==> config.mk <==
export PLATFORM = sky130hd
export DESIGN_NAME = energy_time_centroid_simpson
export DESIGN_NICKNAME = d
export VERILOG_FILES = /design/src/hw/rtl/etc_pkg.sv /design/src/hw/rtl/etc_front.sv /design/src/hw/rtl/etc_chq.sv /design/src/hw/rtl/etc_back.sv /design/src/hw/rtl/energy_time_centroid_simpson.sv
export SDC_FILE = /design/constraint.sdc
export NUM_CORES = 2
export LEC_CHECK = 0
export ABC_AREA = 0
export BUFFER_PORTS_ARGS = -buffer_cell sky130_fd_sc_hd__buf_2
export CORE_AREA = 2 2 428 387
export DETAILED_ROUTE_END_ITERATION = 10
export DIE_AREA = 0 0 430 389
export GPL_ROUTABILITY_DRIVEN = 1
export PLACE_DENSITY = 0.54
export RECOVER_POWER = 50
export SYNTH_ARGS = -nofsm -noshare
export SYNTH_HDL_FRONTEND = slang
export SYNTH_SLANG_ARGS = --single-unit
==> constraint.sdc <==
create_clock -name clk -period 8.82 [get_ports clk]
set_input_delay 0 -clock clk [delete_from_list [all_inputs] [get_ports clk]]
set_output_delay 0 -clock clk [all_outputs]
set_load 0.1 [all_outputs]
==> src/hw/rtl/etc_pkg.sv <==
// ----------------------------------------------------------------------------
// Energy time centroid package
// Widths, payload types and limits shared by all modules.
// ----------------------------------------------------------------------------
package etc_pkg;

    localparam int SAMPLE_W  = 16;
    localparam int MAG_W     = SAMPLE_W + 1;   // |-32768| = 2^15; one bit wider than a sample
    localparam int SQR_W     = 31;             // square of a magnitude, <= 2^30
    localparam int EN_W      = 32;             // re^2 + im^2, <= 2^31
    localparam int WEN_W     = EN_W + 2;       // times weight of up to 4
    localparam int IDX_W     = 12;
    localparam int TERM_W    = WEN_W + IDX_W;  // 46
    localparam int ESUM_W    = 46;
    localparam int MSUM_W    = 58;
    localparam int FRAC_BITS = 8;
    localparam int CENT_W    = 20;
    localparam int INT_W     = CENT_W - FRAC_BITS;
    localparam int TOTAL_W   = 24;
    localparam int CNT_W     = 5;
    localparam int STEP_W    = 5;

    localparam logic [IDX_W-1:0] MAX_INDEX    = IDX_W'(4095);
    localparam logic [CNT_W-1:0] MAX_CHANNELS = CNT_W'(16);

    typedef struct packed {
        logic signed [SAMPLE_W-1:0] sample_real;
        logic signed [SAMPLE_W-1:0] sample_imag;
        logic                       end_of_channel;
    } sample_t;

    typedef struct packed {
        logic [CENT_W-1:0] centroid_index;
        logic              zero_energy_seen;
        logic              length_overflow;
    } result_t;

    // One finished channel: both sums and its length flag.
    typedef struct packed {
        logic [MSUM_W-1:0] moment_sum;
        logic [ESUM_W-1:0] energy_sum;
        logic              overflow;
    } chan_sums_t;

endpackage

==> src/hw/rtl/etc_front.sv <==
// ----------------------------------------------------------------------------
// Energy time centroid: front end
// Weights and accumulates samples; hands finished channel sums on.
// ----------------------------------------------------------------------------
module etc_front (
    input  logic                clk,
    input  logic                rst_n,
    input  logic                push,
    output logic                full,
    input  etc_pkg::sample_t    sample,
    output logic                chan_push,
    output etc_pkg::chan_sums_t chan_sums,
    input  logic                chan_full
);
    import etc_pkg::*;

    typedef enum logic [1:0] {
        WT_ONE  = 2'd0,
        WT_TWO  = 2'd1,
        WT_FOUR = 2'd2
    } weight_t;

    function automatic logic [MAG_W-1:0] magnitude(input logic signed [SAMPLE_W-1:0] v);
        logic [MAG_W-1:0] ext;
        ext = MAG_W'(v);
        return v[SAMPLE_W-1] ? (~ext + 1'b1) : ext;
    endfunction

    logic                advance;
    logic                take;
    logic [MAG_W-1:0]    mag_re;
    logic [MAG_W-1:0]    mag_im;
    logic [2*MAG_W-1:0]  prod_re;
    logic [2*MAG_W-1:0]  prod_im;
    weight_t             weight;

    logic [IDX_W-1:0]    idx_reg, idx_next;
    logic                ovf_reg, ovf_next;

    logic                s1_valid_reg;
    logic [SQR_W-1:0]    s1_sq_re_reg;
    logic [SQR_W-1:0]    s1_sq_im_reg;
    weight_t             s1_weight_reg;
    logic [IDX_W-1:0]    s1_idx_reg;
    logic                s1_last_reg;
    logic                s1_ovf_reg;

    logic [EN_W-1:0]     energy;
    logic [WEN_W-1:0]    wen;
    logic [TERM_W-1:0]   term;

    logic                s2_valid_reg;
    logic [WEN_W-1:0]    s2_wen_reg;
    logic [TERM_W-1:0]   s2_term_reg;
    logic                s2_last_reg;
    logic                s2_ovf_reg;

    logic [ESUM_W-1:0]   esum_reg;
    logic [MSUM_W-1:0]   msum_reg;
    logic [ESUM_W:0]     esum_wide;
    logic [MSUM_W:0]     msum_wide;
    logic [ESUM_W-1:0]   esum_add;
    logic [MSUM_W-1:0]   msum_add;

    // Whole pipe holds while a channel end waits for queue space.
    assign advance = !(s2_valid_reg && s2_last_reg && chan_full);
    assign full    = !advance;
    assign take    = push && advance;

    assign mag_re  = magnitude(sample.sample_real);
    assign mag_im  = magnitude(sample.sample_imag);
    assign prod_re = mag_re * mag_re;
    assign prod_im = mag_im * mag_im;

    always_comb
    begin
        if (idx_reg == '0 || sample.end_of_channel)
        begin
            weight = WT_ONE;
        end
        else if (idx_reg[0])
        begin
            weight = WT_FOUR;
        end
        else
        begin
            weight = WT_TWO;
        end
    end

    // Index saturates at the last legal value and flags the channel.
    always_comb
    begin
        idx_next = idx_reg;
        ovf_next = ovf_reg;
        if (take)
        begin
            if (sample.end_of_channel)
            begin
                idx_next = '0;
                ovf_next = 1'b0;
            end
            else if (idx_reg == MAX_INDEX)
            begin
                ovf_next = 1'b1;
            end
            else
            begin
                idx_next = idx_reg + 1'b1;
            end
        end
    end

    always_comb
    begin
        energy = {1'b0, s1_sq_re_reg} + {1'b0, s1_sq_im_reg};
        case (s1_weight_reg)
            WT_ONE:  wen = WEN_W'(energy);
            WT_TWO:  wen = {1'b0, energy, 1'b0};
            WT_FOUR: wen = {energy, 2'b00};
            default: wen = WEN_W'(energy);
        endcase
    end

    assign term = wen * s1_idx_reg;

    // Saturating accumulation
    always_comb
    begin
        esum_wide = {1'b0, esum_reg} + (ESUM_W+1)'(s2_wen_reg);
        msum_wide = {1'b0, msum_reg} + (MSUM_W+1)'(s2_term_reg);
        esum_add  = esum_wide[ESUM_W] ? '1 : esum_wide[ESUM_W-1:0];
        msum_add  = msum_wide[MSUM_W] ? '1 : msum_wide[MSUM_W-1:0];
    end

    assign chan_push            = s2_valid_reg && s2_last_reg && !chan_full;
    assign chan_sums.moment_sum = msum_add;
    assign chan_sums.energy_sum = esum_add;
    assign chan_sums.overflow   = s2_ovf_reg;

    always_ff @(posedge clk or negedge rst_n)
    begin
        if (!rst_n)
        begin
            idx_reg      <= '0;
            ovf_reg      <= 1'b0;
            s1_valid_reg <= 1'b0;
            s2_valid_reg <= 1'b0;
            esum_reg     <= '0;
            msum_reg     <= '0;
        end
        else
        begin
            idx_reg <= idx_next;
            ovf_reg <= ovf_next;
            if (advance)
            begin
                s1_valid_reg <= take;
                s2_valid_reg <= s1_valid_reg;
                if (s2_valid_reg)
                begin
                    if (s2_last_reg)
                    begin
                        esum_reg <= '0;
                        msum_reg <= '0;
                    end
                    else
                    begin
                        esum_reg <= esum_add;
                        msum_reg <= msum_add;
                    end
                end
            end
        end
    end

    always_ff @(posedge clk)
    begin
        if (take)
        begin
            s1_sq_re_reg  <= prod_re[SQR_W-1:0];
            s1_sq_im_reg  <= prod_im[SQR_W-1:0];
            s1_weight_reg <= weight;
            s1_idx_reg    <= idx_reg;
            s1_last_reg   <= sample.end_of_channel;
            s1_ovf_reg    <= ovf_reg;
        end
        if (advance && s1_valid_reg)
        begin
            s2_wen_reg  <= wen;
            s2_term_reg <= term;
            s2_last_reg <= s1_last_reg;
            s2_ovf_reg  <= s1_ovf_reg;
        end
    end

endmodule

==> src/hw/rtl/etc_chq.sv <==
// ----------------------------------------------------------------------------
// Energy time centroid: channel queue
// Two-entry queue of finished channel sums between front and back.
// ----------------------------------------------------------------------------
module etc_chq (
    input  logic                clk,
    input  logic                rst_n,
    input  logic                push,
    input  etc_pkg::chan_sums_t wr_data,
    output logic                full,
    input  logic                pop,
    output logic                empty,
    output etc_pkg::chan_sums_t rd_data
);
    import etc_pkg::*;

    chan_sums_t slot_reg [2];
    logic [1:0] count_reg, count_next;
    logic [1:0] wr_pos;

    assign empty   = (count_reg == 2'd0);
    assign full    = (count_reg == 2'd2);
    assign rd_data = slot_reg[0];

    // Head shifts down on pop, so the write lands one place lower.
    assign wr_pos     = count_reg - {1'b0, pop};
    assign count_next = count_reg + {1'b0, push} - {1'b0, pop};

    always_ff @(posedge clk or negedge rst_n)
    begin
        if (!rst_n)
        begin
            count_reg <= 2'd0;
        end
        else
        begin
            count_reg <= count_next;
        end
    end

    // A write to the head wins over the shift from the second slot.
    always_ff @(posedge clk)
    begin
        if (push && wr_pos == 2'd0)
        begin
            slot_reg[0] <= wr_data;
        end
        else if (pop)
        begin
            slot_reg[0] <= slot_reg[1];
        end
        if (push && wr_pos == 2'd1)
        begin
            slot_reg[1] <= wr_data;
        end
    end

endmodule

==> src/hw/rtl/etc_back.sv <==
// ----------------------------------------------------------------------------
// Energy time centroid: back end
// Serial centroid divide, group averaging and the result register.
// ----------------------------------------------------------------------------
module etc_back (
    input  logic                    clk,
    input  logic                    rst_n,
    input  logic                    chan_empty,
    output logic                    chan_pop,
    input  etc_pkg::chan_sums_t     chan_sums,
    input  logic [etc_pkg::CNT_W-1:0] channel_count,
    output logic                    res_empty,
    input  logic                    res_pop,
    output etc_pkg::result_t        result
);
    import etc_pkg::*;

    typedef enum logic [4:0] {
        ST_IDLE = 5'b00001,
        ST_CDIV = 5'b00010,
        ST_ACC  = 5'b00100,
        ST_ADIV = 5'b01000,
        ST_OUT  = 5'b10000
    } state_t;

    state_t              state_reg, state_next;
    logic [ESUM_W-1:0]   rem_reg,   rem_next;
    logic [ESUM_W-1:0]   dvs_reg,   dvs_next;
    logic [CENT_W-1:0]   quo_reg,   quo_next;
    logic [STEP_W-1:0]   step_reg,  step_next;
    logic [TOTAL_W-1:0]  total_reg, total_next;
    logic [CNT_W-1:0]    done_reg,  done_next;
    logic                zero_reg,  zero_next;
    logic                ovf_reg,   ovf_next;
    logic                rzero_reg, rzero_next;
    logic                rovf_reg,  rovf_next;
    logic [TOTAL_W-1:0]  avg_reg,   avg_next;
    logic [CNT_W-1:0]    arem_reg,  arem_next;
    logic                out_valid_reg, out_valid_next;
    result_t             out_data_reg,  out_data_next;

    logic [CNT_W-1:0]    eff;
    logic [ESUM_W+1:0]   cdiff;
    logic                cge;
    logic [CNT_W+1:0]    adiff;
    logic                age;
    logic [TOTAL_W-1:0]  total_sum;
    logic [CNT_W-1:0]    done_inc;
    logic                slot_free;

    always_comb
    begin
        if (channel_count == '0)
        begin
            eff = CNT_W'(1);
        end
        else if (channel_count > MAX_CHANNELS)
        begin
            eff = MAX_CHANNELS;
        end
        else
        begin
            eff = channel_count;
        end
    end

    // One restoring step each for the centroid and the average divides.
    assign cdiff = {1'b0, rem_reg, quo_reg[CENT_W-1]} - {2'b00, dvs_reg};
    assign cge   = !cdiff[ESUM_W+1];
    assign adiff = {1'b0, arem_reg, avg_reg[TOTAL_W-1]} - {2'b00, eff};
    assign age   = !adiff[CNT_W+1];

    assign total_sum = total_reg + TOTAL_W'(quo_reg);
    assign done_inc  = done_reg + 1'b1;
    assign slot_free = !out_valid_reg || res_pop;

    assign chan_pop  = (state_reg == ST_IDLE) && !chan_empty;
    assign res_empty = !out_valid_reg;
    assign result    = out_data_reg;

    always_comb
    begin
        state_next     = state_reg;
        rem_next       = rem_reg;
        dvs_next       = dvs_reg;
        quo_next       = quo_reg;
        step_next      = step_reg;
        total_next     = total_reg;
        done_next      = done_reg;
        zero_next      = zero_reg;
        ovf_next       = ovf_reg;
        rzero_next     = rzero_reg;
        rovf_next      = rovf_reg;
        avg_next       = avg_reg;
        arem_next      = arem_reg;
        out_valid_next = out_valid_reg && !res_pop;
        out_data_next  = out_data_reg;

        case (state_reg)
            ST_IDLE:
            begin
                if (!chan_empty)
                begin
                    dvs_next  = chan_sums.energy_sum;
                    ovf_next  = ovf_reg | chan_sums.overflow;
                    step_next = '0;
                    if (chan_sums.energy_sum == '0)
                    begin
                        // silent channel counts as centroid zero
                        zero_next  = 1'b1;
                        quo_next   = '0;
                        state_next = ST_ACC;
                    end
                    else if (chan_sums.moment_sum >= {chan_sums.energy_sum, {INT_W{1'b0}}})
                    begin
                        quo_next   = '1;
                        state_next = ST_ACC;
                    end
                    else
                    begin
                        rem_next   = chan_sums.moment_sum[MSUM_W-1:INT_W];
                        quo_next   = {chan_sums.moment_sum[INT_W-1:0], {FRAC_BITS{1'b0}}};
                        state_next = ST_CDIV;
                    end
                end
            end

            ST_CDIV:
            begin
                rem_next  = cge ? cdiff[ESUM_W-1:0] : {rem_reg[ESUM_W-2:0], quo_reg[CENT_W-1]};
                quo_next  = {quo_reg[CENT_W-2:0], cge};
                step_next = step_reg + 1'b1;
                if (step_reg == STEP_W'(CENT_W - 1))
                begin
                    state_next = ST_ACC;
                end
            end

            ST_ACC:
            begin
                if (done_inc >= eff)
                begin
                    avg_next   = total_sum;
                    arem_next  = '0;
                    step_next  = '0;
                    rzero_next = zero_reg;
                    rovf_next  = ovf_reg;
                    total_next = '0;
                    done_next  = '0;
                    zero_next  = 1'b0;
                    ovf_next   = 1'b0;
                    state_next = ST_ADIV;
                end
                else
                begin
                    total_next = total_sum;
                    done_next  = done_inc;
                    state_next = ST_IDLE;
                end
            end

            ST_ADIV:
            begin
                arem_next = age ? adiff[CNT_W-1:0] : {arem_reg[CNT_W-2:0], avg_reg[TOTAL_W-1]};
                avg_next  = {avg_reg[TOTAL_W-2:0], age};
                step_next = step_reg + 1'b1;
                if (step_reg == STEP_W'(TOTAL_W - 1))
                begin
                    state_next = ST_OUT;
                end
            end

            ST_OUT:
            begin
                if (slot_free)
                begin
                    out_valid_next                = 1'b1;
                    out_data_next.centroid_index   = avg_reg[CENT_W-1:0];
                    out_data_next.zero_energy_seen = rzero_reg;
                    out_data_next.length_overflow  = rovf_reg;
                    state_next                    = ST_IDLE;
                end
            end

            default:
            begin
                state_next = ST_IDLE;
            end
        endcase
    end

    always_ff @(posedge clk or negedge rst_n)
    begin
        if (!rst_n)
        begin
            state_reg     <= ST_IDLE;
            step_reg      <= '0;
            total_reg     <= '0;
            done_reg      <= '0;
            zero_reg      <= 1'b0;
            ovf_reg       <= 1'b0;
            out_valid_reg <= 1'b0;
        end
        else
        begin
            state_reg     <= state_next;
            step_reg      <= step_next;
            total_reg     <= total_next;
            done_reg      <= done_next;
            zero_reg      <= zero_next;
            ovf_reg       <= ovf_next;
            out_valid_reg <= out_valid_next;
        end
    end

    always_ff @(posedge clk)
    begin
        rem_reg      <= rem_next;
        dvs_reg      <= dvs_next;
        quo_reg      <= quo_next;
        rzero_reg    <= rzero_next;
        rovf_reg     <= rovf_next;
        avg_reg      <= avg_next;
        arem_reg     <= arem_next;
        out_data_reg <= out_data_next;
    end

endmodule

==> src/hw/rtl/energy_time_centroid_simpson.sv <==
// ----------------------------------------------------------------------------
// Energy time centroid (Simpson weighted), top level
// Per-channel energy centroid of complex samples, averaged over a group.
// ----------------------------------------------------------------------------
//
//  Channel   Handshake                 Payload
//  -------   -----------------------   ---------------------------------------
//  input     push / full               sample   (real, imag, end of channel)
//  result    empty / pop               result   (centroid, zero, overflow)
//  config    cfg_valid / cfg_ready     cfg_data (channel count, 5 bits)
//
//  Samples: one transfer per cycle while full is low; a sample passes the s1
//  and s2 registers into the sums. Each channel end takes the back end through
//  a pop, 20 centroid bits and an add, the bits skipped for a silent or
//  saturated channel; a group end adds 24 average bits and the output load.
//  The two-entry channel queue absorbs short channels; full rises only while
//  the queue is full and a channel end waits behind it. A result left waiting
//  holds the back end; intake goes on until the queue fills. rst_n clears all
//  control state and sets the channel count to 1; cfg_ready is always high.
//
module energy_time_centroid_simpson (
    input  logic                      clk,
    input  logic                      rst_n,
    input  logic                      push,
    output logic                      full,
    input  etc_pkg::sample_t          sample,
    output logic                      empty,
    input  logic                      pop,
    output etc_pkg::result_t          result,
    input  logic                      cfg_valid,
    output logic                      cfg_ready,
    input  logic [etc_pkg::CNT_W-1:0] cfg_data
);
    import etc_pkg::*;

    logic              chq_push;
    logic              chq_full;
    logic              chq_pop;
    logic              chq_empty;
    chan_sums_t        chq_wr_data;
    chan_sums_t        chq_rd_data;
    logic [CNT_W-1:0]  count_reg;

    // Configuration register: one transfer per cycle, never stalls.
    assign cfg_ready = 1'b1;

    always_ff @(posedge clk or negedge rst_n)
    begin
        if (!rst_n)
        begin
            count_reg <= CNT_W'(1);
        end
        else if (cfg_valid && cfg_ready)
        begin
            count_reg <= cfg_data;
        end
    end

    // Front: magnitudes, squares, Simpson weight, saturating sums.
    etc_front u_front (
        .clk       (clk),
        .rst_n     (rst_n),
        .push      (push),
        .full      (full),
        .sample    (sample),
        .chan_push (chq_push),
        .chan_sums (chq_wr_data),
        .chan_full (chq_full)
    );

    // Decouples sample intake from the serial divides.
    etc_chq u_chq (
        .clk     (clk),
        .rst_n   (rst_n),
        .push    (chq_push),
        .wr_data (chq_wr_data),
        .full    (chq_full),
        .pop     (chq_pop),
        .empty   (chq_empty),
        .rd_data (chq_rd_data)
    );

    // Back: centroid divide, group total, average divide, result register.
    etc_back u_back (
        .clk           (clk),
        .rst_n         (rst_n),
        .chan_empty    (chq_empty),
        .chan_pop      (chq_pop),
        .chan_sums     (chq_rd_data),
        .channel_count (count_reg),
        .res_empty     (empty),
        .res_pop       (pop),
        .result        (result)
    );

endmodule

After elaboration in Yosys (flattened, before gate mapping)
Memory sizes are Yosys's and may differ from the RTL's.
Cells that the tools add are included.
- add/subtract/negate cells: 14
- multipliers: 3
- divide/modulo/power cells: 0
- $lt $le $gt $ge: 3
- equal/unequal tests: 21
- shift-type cells: 0
- muxes and demuxes: 59
- bitwise operators: 6
- reductions and logical operators: 43
- operator list (cell ; number):
    $mux 46 ; 6
    $mux 105 ; 2
    $mux 58 ; 2
    $reduce_or 105->1 ; 1
    $pmux 46 s2 ; 1
    $pmux 34 s2 ; 1
    $mul 17x17->31 ; 2
    $mux 20 ; 3
    $add 58x46->59 ; 1
    $ge 58x58->1 ; 1
    $mux 5 ; 11
    $mux 24 ; 2
    $pmux 24 s2 ; 1
    $sub 47x46->48 ; 1
    $add 46x34->47 ; 1
    $logic_not 46->1 ; 1
    $mul 34x12->46 ; 1
    $pmux 20 s2 ; 1
    $add 17x1->17 const B ; 2
    $mux 17 ; 2
    $not 17->17 ; 2
    $add 31x31->32 ; 1
    $pmux 5 s5 ; 1
    $add 24x20->24 ; 1
    other kinds (39) ; 101
- bits in registers: 493
- latch bits: 0
- bits in writable memories: 210
- bits in read-only memories: 0
- input bits: 43
- output and inout bits: 25
- word-level logic and storage cells: 185
- memories kept: 1
- memories (name ; words ; bits a word ; read ports ; clocked after Yosys merged registers in ; write ports ; RTL line ; source):
    u_chq.slot_reg ; 2 ; 105 ; 2 ; 0 ; 1 ; etc_chq.sv:17 ; chan_sums_t slot_reg [2];

Logic depth before layout (Yosys ltp)
- depth after elaboration: 10
- mapped depth: 35
- depth with buffers taken out: 34

Cells and area by module
Synthesis repeated with hierarchy kept, for this count alone.
- cells, all modules: 6743
- area, all modules: 67056.8 um^2
- by module, submodules not included (module ; instances ; cells each ; area an instance (um^2) ; sequential area each (um^2)):
    etc_front ; 1 ; 4886 ; 44736.7 ; 7722.4
    etc_back ; 1 ; 1399 ; 13611.8 ; 6007.0
    etc_chq ; 1 ; 446 ; 8514.4 ; 6356.1
    energy_time_centroid_simpson ; 1 ; 12 ; 193.9 ; 126.4

Worst setup path before layout
No wires, ideal clock.
- path kind: register to register
- from: reg u_front.s1_sq_im_reg[10]
- to: reg u_front.s2_term_reg[43], data pin
- library setup time: 269 ps
- data arrival time: 7857 ps
- required time: 8551 ps
- slack: 694 ps
- cell stages (with the launch flop): 35
- buffers on the path: 1
- period minus slack after synthesis: 8126 ps
- path through: edfxtp_1 > ha_1 > and4_1 > a221oi_1 > o21ai_0 > o2111ai_1 > a21oi_1 > nor2_1 > o21ai_0 > a21o_1 > xor2_1 > a221oi_1 > a21oi_1 > clkbuf_1 > nand2_1 > fa_1 > fa_1 > inv_1 > fa_1 > fa_1 > inv_1 > fa_1 > inv_1 > ha_1 > nor2b_1 > o21ai_0 > nand2b_1 > a2111oi_0 > a21o_1 > o31ai_1 > a31oi_1 > o21ai_0 > a21oi_1 > o21ai_0 > xor2_1
- longest elaborated chain between the ends: 3
- ends and longest elaborated chain (item ; RTL line ; source):
    start, declared ; etc_front.sv:42 ; logic [SQR_W-1:0] s1_sq_im_reg;
    start signal, assigned ; etc_front.sv:182 ; s1_sq_im_reg <= prod_im[SQR_W-1:0];
    $add 31x31->32 ; etc_front.sv:116 ; energy = {1'b0, s1_sq_re_reg} + {1'b0, s1_sq_im_reg};
    $pmux 34 s2 ; etc_front.sv:117 ; case (s1_weight_reg)
    via u_front.wen[24] ; etc_front.sv:49 ; logic [WEN_W-1:0] wen;
    $mul 34x12->46 ; etc_front.sv:125 ; assign term = wen * s1_idx_reg;
    via u_front.term[43] ; etc_front.sv:50 ; logic [TERM_W-1:0] term;
    end signal, assigned ; etc_front.sv:191 ; s2_term_reg <= term;
    end, declared ; etc_front.sv:54 ; logic [TERM_W-1:0] s2_term_reg;
The timed path passes the listed nets, and every way through them passes these cells.
A chain may end at the register's enable or synchronous reset.

Worst setup path after layout
- from: reg u_front.s1_sq_im_reg[10]
- to: reg u_front.s2_term_reg[42], data pin
- longest elaborated chain between the ends: 3
- ends and longest elaborated chain (item ; RTL line):
    $add 31x31->32 ; etc_front.sv:116
    $pmux 34 s2 ; etc_front.sv:117
    $mul 34x12->46 ; etc_front.sv:125
    via u_front.term[42] ; etc_front.sv:50
The timed path passes the listed nets, and every way through them passes these cells.

==> impl_metrics.py <==
metrics = {
    "outcome": {
        "status": "finished, violations left",
        "violations": "max-capacitance violations, max-slew violations",
    },
    "sta": {
        "whs_ps": 73.6,
        "clock_skew_ps": 48.8,
        "slew_violations": 595,
        "finalSetupViolations": 0,
        "timing.final.hold_violations": 0,
        "slew_headroom": -1.69,
        "fin_crit_sh": 0.937,
        "maxClockFrequency_mhz": 121,
        "tightestPinTransition_ps": 4040,
        "rsz0062_at_grt": "false",
        "setup_tns_ps": 0,
        "period_needed_ps": 8260,
    },
    "worst_setup_path": {
        "cp_slowest_cell": "fa_1",
        "critPathMostFrequentCell": "fa_1",
        "cp_max_fo": 6,
        "critical_path_class": "reg2reg",
        "timing.rr.start": "u_front.s1_sq_im_reg[10]",
        "cp.required_ps": 9220,
        "cp_slowest_stage_delay_ps": 560,
        "crit_buf_inv": 4,
        "worstSetupEndpointType": "flop",
        "cp-startpoint": "u_front.s1_sq_im_reg[10]",
        "start_kind": "flop",
        "arrival_ps": 8660,
        "critPathTopFamily": "adder cells",
    },
    "synth": {
        "yosys.area.top_type_share": 0.247,
        "synth_ff_type": "edfxtp_1",
        "synth_seq_cells": 701,
        "synth_area_mm2": 0.0648,
        "synth_area_leaders": "edfxtp_1 25%, fa_1 22%, ha_1 9.8%",
        "synth_area_per_cell_um2": 9.87,
        "synth_warnings": 0,
        "synth_seq_area_share": 0.312,
        "async_flop_share": 0.240,
        "ys_types": 93,
        "synth_top_area_cell": "edfxtp_1",
        "synthCells": 6568,
        "synth_edf_count": 533,
    },
    "die": {
        "core_area_mm2": 0.163,
        "ioPinCount": 68,
        "dieArea_mm2": 0.167,
        "start_util": 0.397,
        "die_w_um": 430,
        "die_y_um": 389,
        "rows": 141,
    },
    "global_routing": {
        "grt_max_degree": 73,
        "grt_pass1_vias": 47400,
        "grt_first_pass_wirelength_mm": 264,
        "overflow": 0,
        "antenna_found_initial": 0,
        "grtUsageTotal": 0.199,
    },
    "clock_tree": {
        "cts_buffer_depth": 3,
        "clock-sinks": 701,
        "clk_latency_ps": 700,
        "tritoncts": "built",
        "root_buffer": "clkbuf_16",
        "cts_buffers": 79,
        "h-tree-depth": 3,
        "clk_pin_slew_worst_paths_ps": 60,
    },
    "route": {
        "via_count": 45800,
        "drc": 0,
        "final_antenna_net_count": 0,
        "drt_first_iter_violations": 2828,
        "firstDrtPassIters": 6,
        "routed_wl_mm": 165,
        "vias_per_cell": 5.13,
        "wl_per_cell_um": 18.5,
    },
    "place": {
        "portBuffers": 66,
        "gp_congestion": 0.894,
        "dpl.hpwl_mm": 130,
    },
    "layout": {
        "regArea_mm2": 0.0202,
        "layout.nets": 7968,
        "final_common_cell": "inv_1",
        "num_antenna_cells": 0,
        "postLayoutCoreUtil": 0.436,
        "syn2layout_area_growth_pct": 9.84,
        "multiInputGateArea_mm2": 0.0401,
        "drive_above_1_share": 0.0533,
        "nFillCells": 15600,
        "layout_common_cells": "1,042 x inv_1, 798 x nand2_1, 709 x fa_1",
        "largest_reg_flops": 210,
    },
    "min_path": {
        "hold_class": "in2reg",
        "min_from": "sample[2]",
    },
    "job": {
        "drv_cap": 13,
    },
}
## cells by family after synthesis
| logic type | share of synthesized area |
|---|---|
| AOI/OAI and AO/OA | 0.117 |
| xor gates and xnor gates | 0.0434 |
| adders and majority gates | 0.317 |
| buffers and inverters | 0.0759 |
| DFF | 0.312 |
| muxes | 0.0104 |
| other | 0.000116 |
| and+or+nand+nor | 0.125 |
## Yosys cell counts, types with 103 or more instances
cell type  number
o21ai_0       223
a21oi_1       265
fa_1          709
edfxtp_1      533
nand2_1       799
xnor2_1       197
inv_1        1043
clkbuf_1      222
xor2_1        124
and2_1        134
a31oi_1       103
nor2_1        451
a21o_1        171
dfrtp_1       166
ha_1          507
## final cells by class
type                            instances  share of cell area
Clock buffer                          104              0.0298
Clock inverter                         44             0.00768
Inverter                             1058              0.0558
Multi-Input combinational cell       4632               0.563
Sequential cell                       701               0.284
Tap cell                             2145              0.0377
Timing Repair Buffer                  237              0.0223
## layer usage
| layer | part of all wire | wire length (um) | vias to the layer above | track usage |
|---|---|---|---|---|
| met5 | 0 | 0 | - | 0 |
| li1 | - | - | 22000 | - |
| met3 | 0.036 | 5930 | 202 | 0.0218 |
| met2 | 0.48 | 79400 | 871 | 0.341 |
| met1 | 0.46 | 75500 | 22700 | 0.269 |
| met4 | 0.025 | 4060 | 0 | 0.0490 |
## worst paths after layout
check / to / slack [ps] / depth (start not counted)
worst max-delay path: u_front.s2_term_reg[42] / 560 / 33
worst min-delay path: u_front.s1_sq_im_reg[2] / 70 / 4
worst max register to register: u_front.s2_term_reg[42] / 560 / 33
worst min register to register: u_front.s2_last_reg / 420 / 0
max in group asynchronous: u_back.total_reg[15] / 4300 / 4
min in group asynchronous: u_front.idx_reg[3] / 1690 / 4
## worst register-to-register path, delay by kind of cell, from the launching register on
| family | cells | cell delay, ps |
|---|---|---|
| fa+ha+maj | 7 | 3300 |
| xor+xnor | 1 | 100 |
| simple gates | 12 | 1810 |
| flops | 1 | 360 |
| compound gates | 9 | 2030 |
| buf+inv | 4 | 370 |
## timing repair
item                                    CTS  global route
hold endpoints to repair                 85             0
resized for setup                         0            23
endpoints found under the setup margin    0            10
buffers inserted                          0             1
hold buffers                             20             0
## through the flow
step                      setup slack, ps  cells  area [um2]
after floorplan                       694   6635       65100
after global placement                315   8752       68400
after detailed placement              232   8752       68400
after CTS                             194   8920       71300
after global routing                 7.90   8921       71200
final                                 560   8921       71200
Power is left out: the tool's default activity adds up to more than one toggle a clock period on the data nets, which glitch-free logic cannot reach.
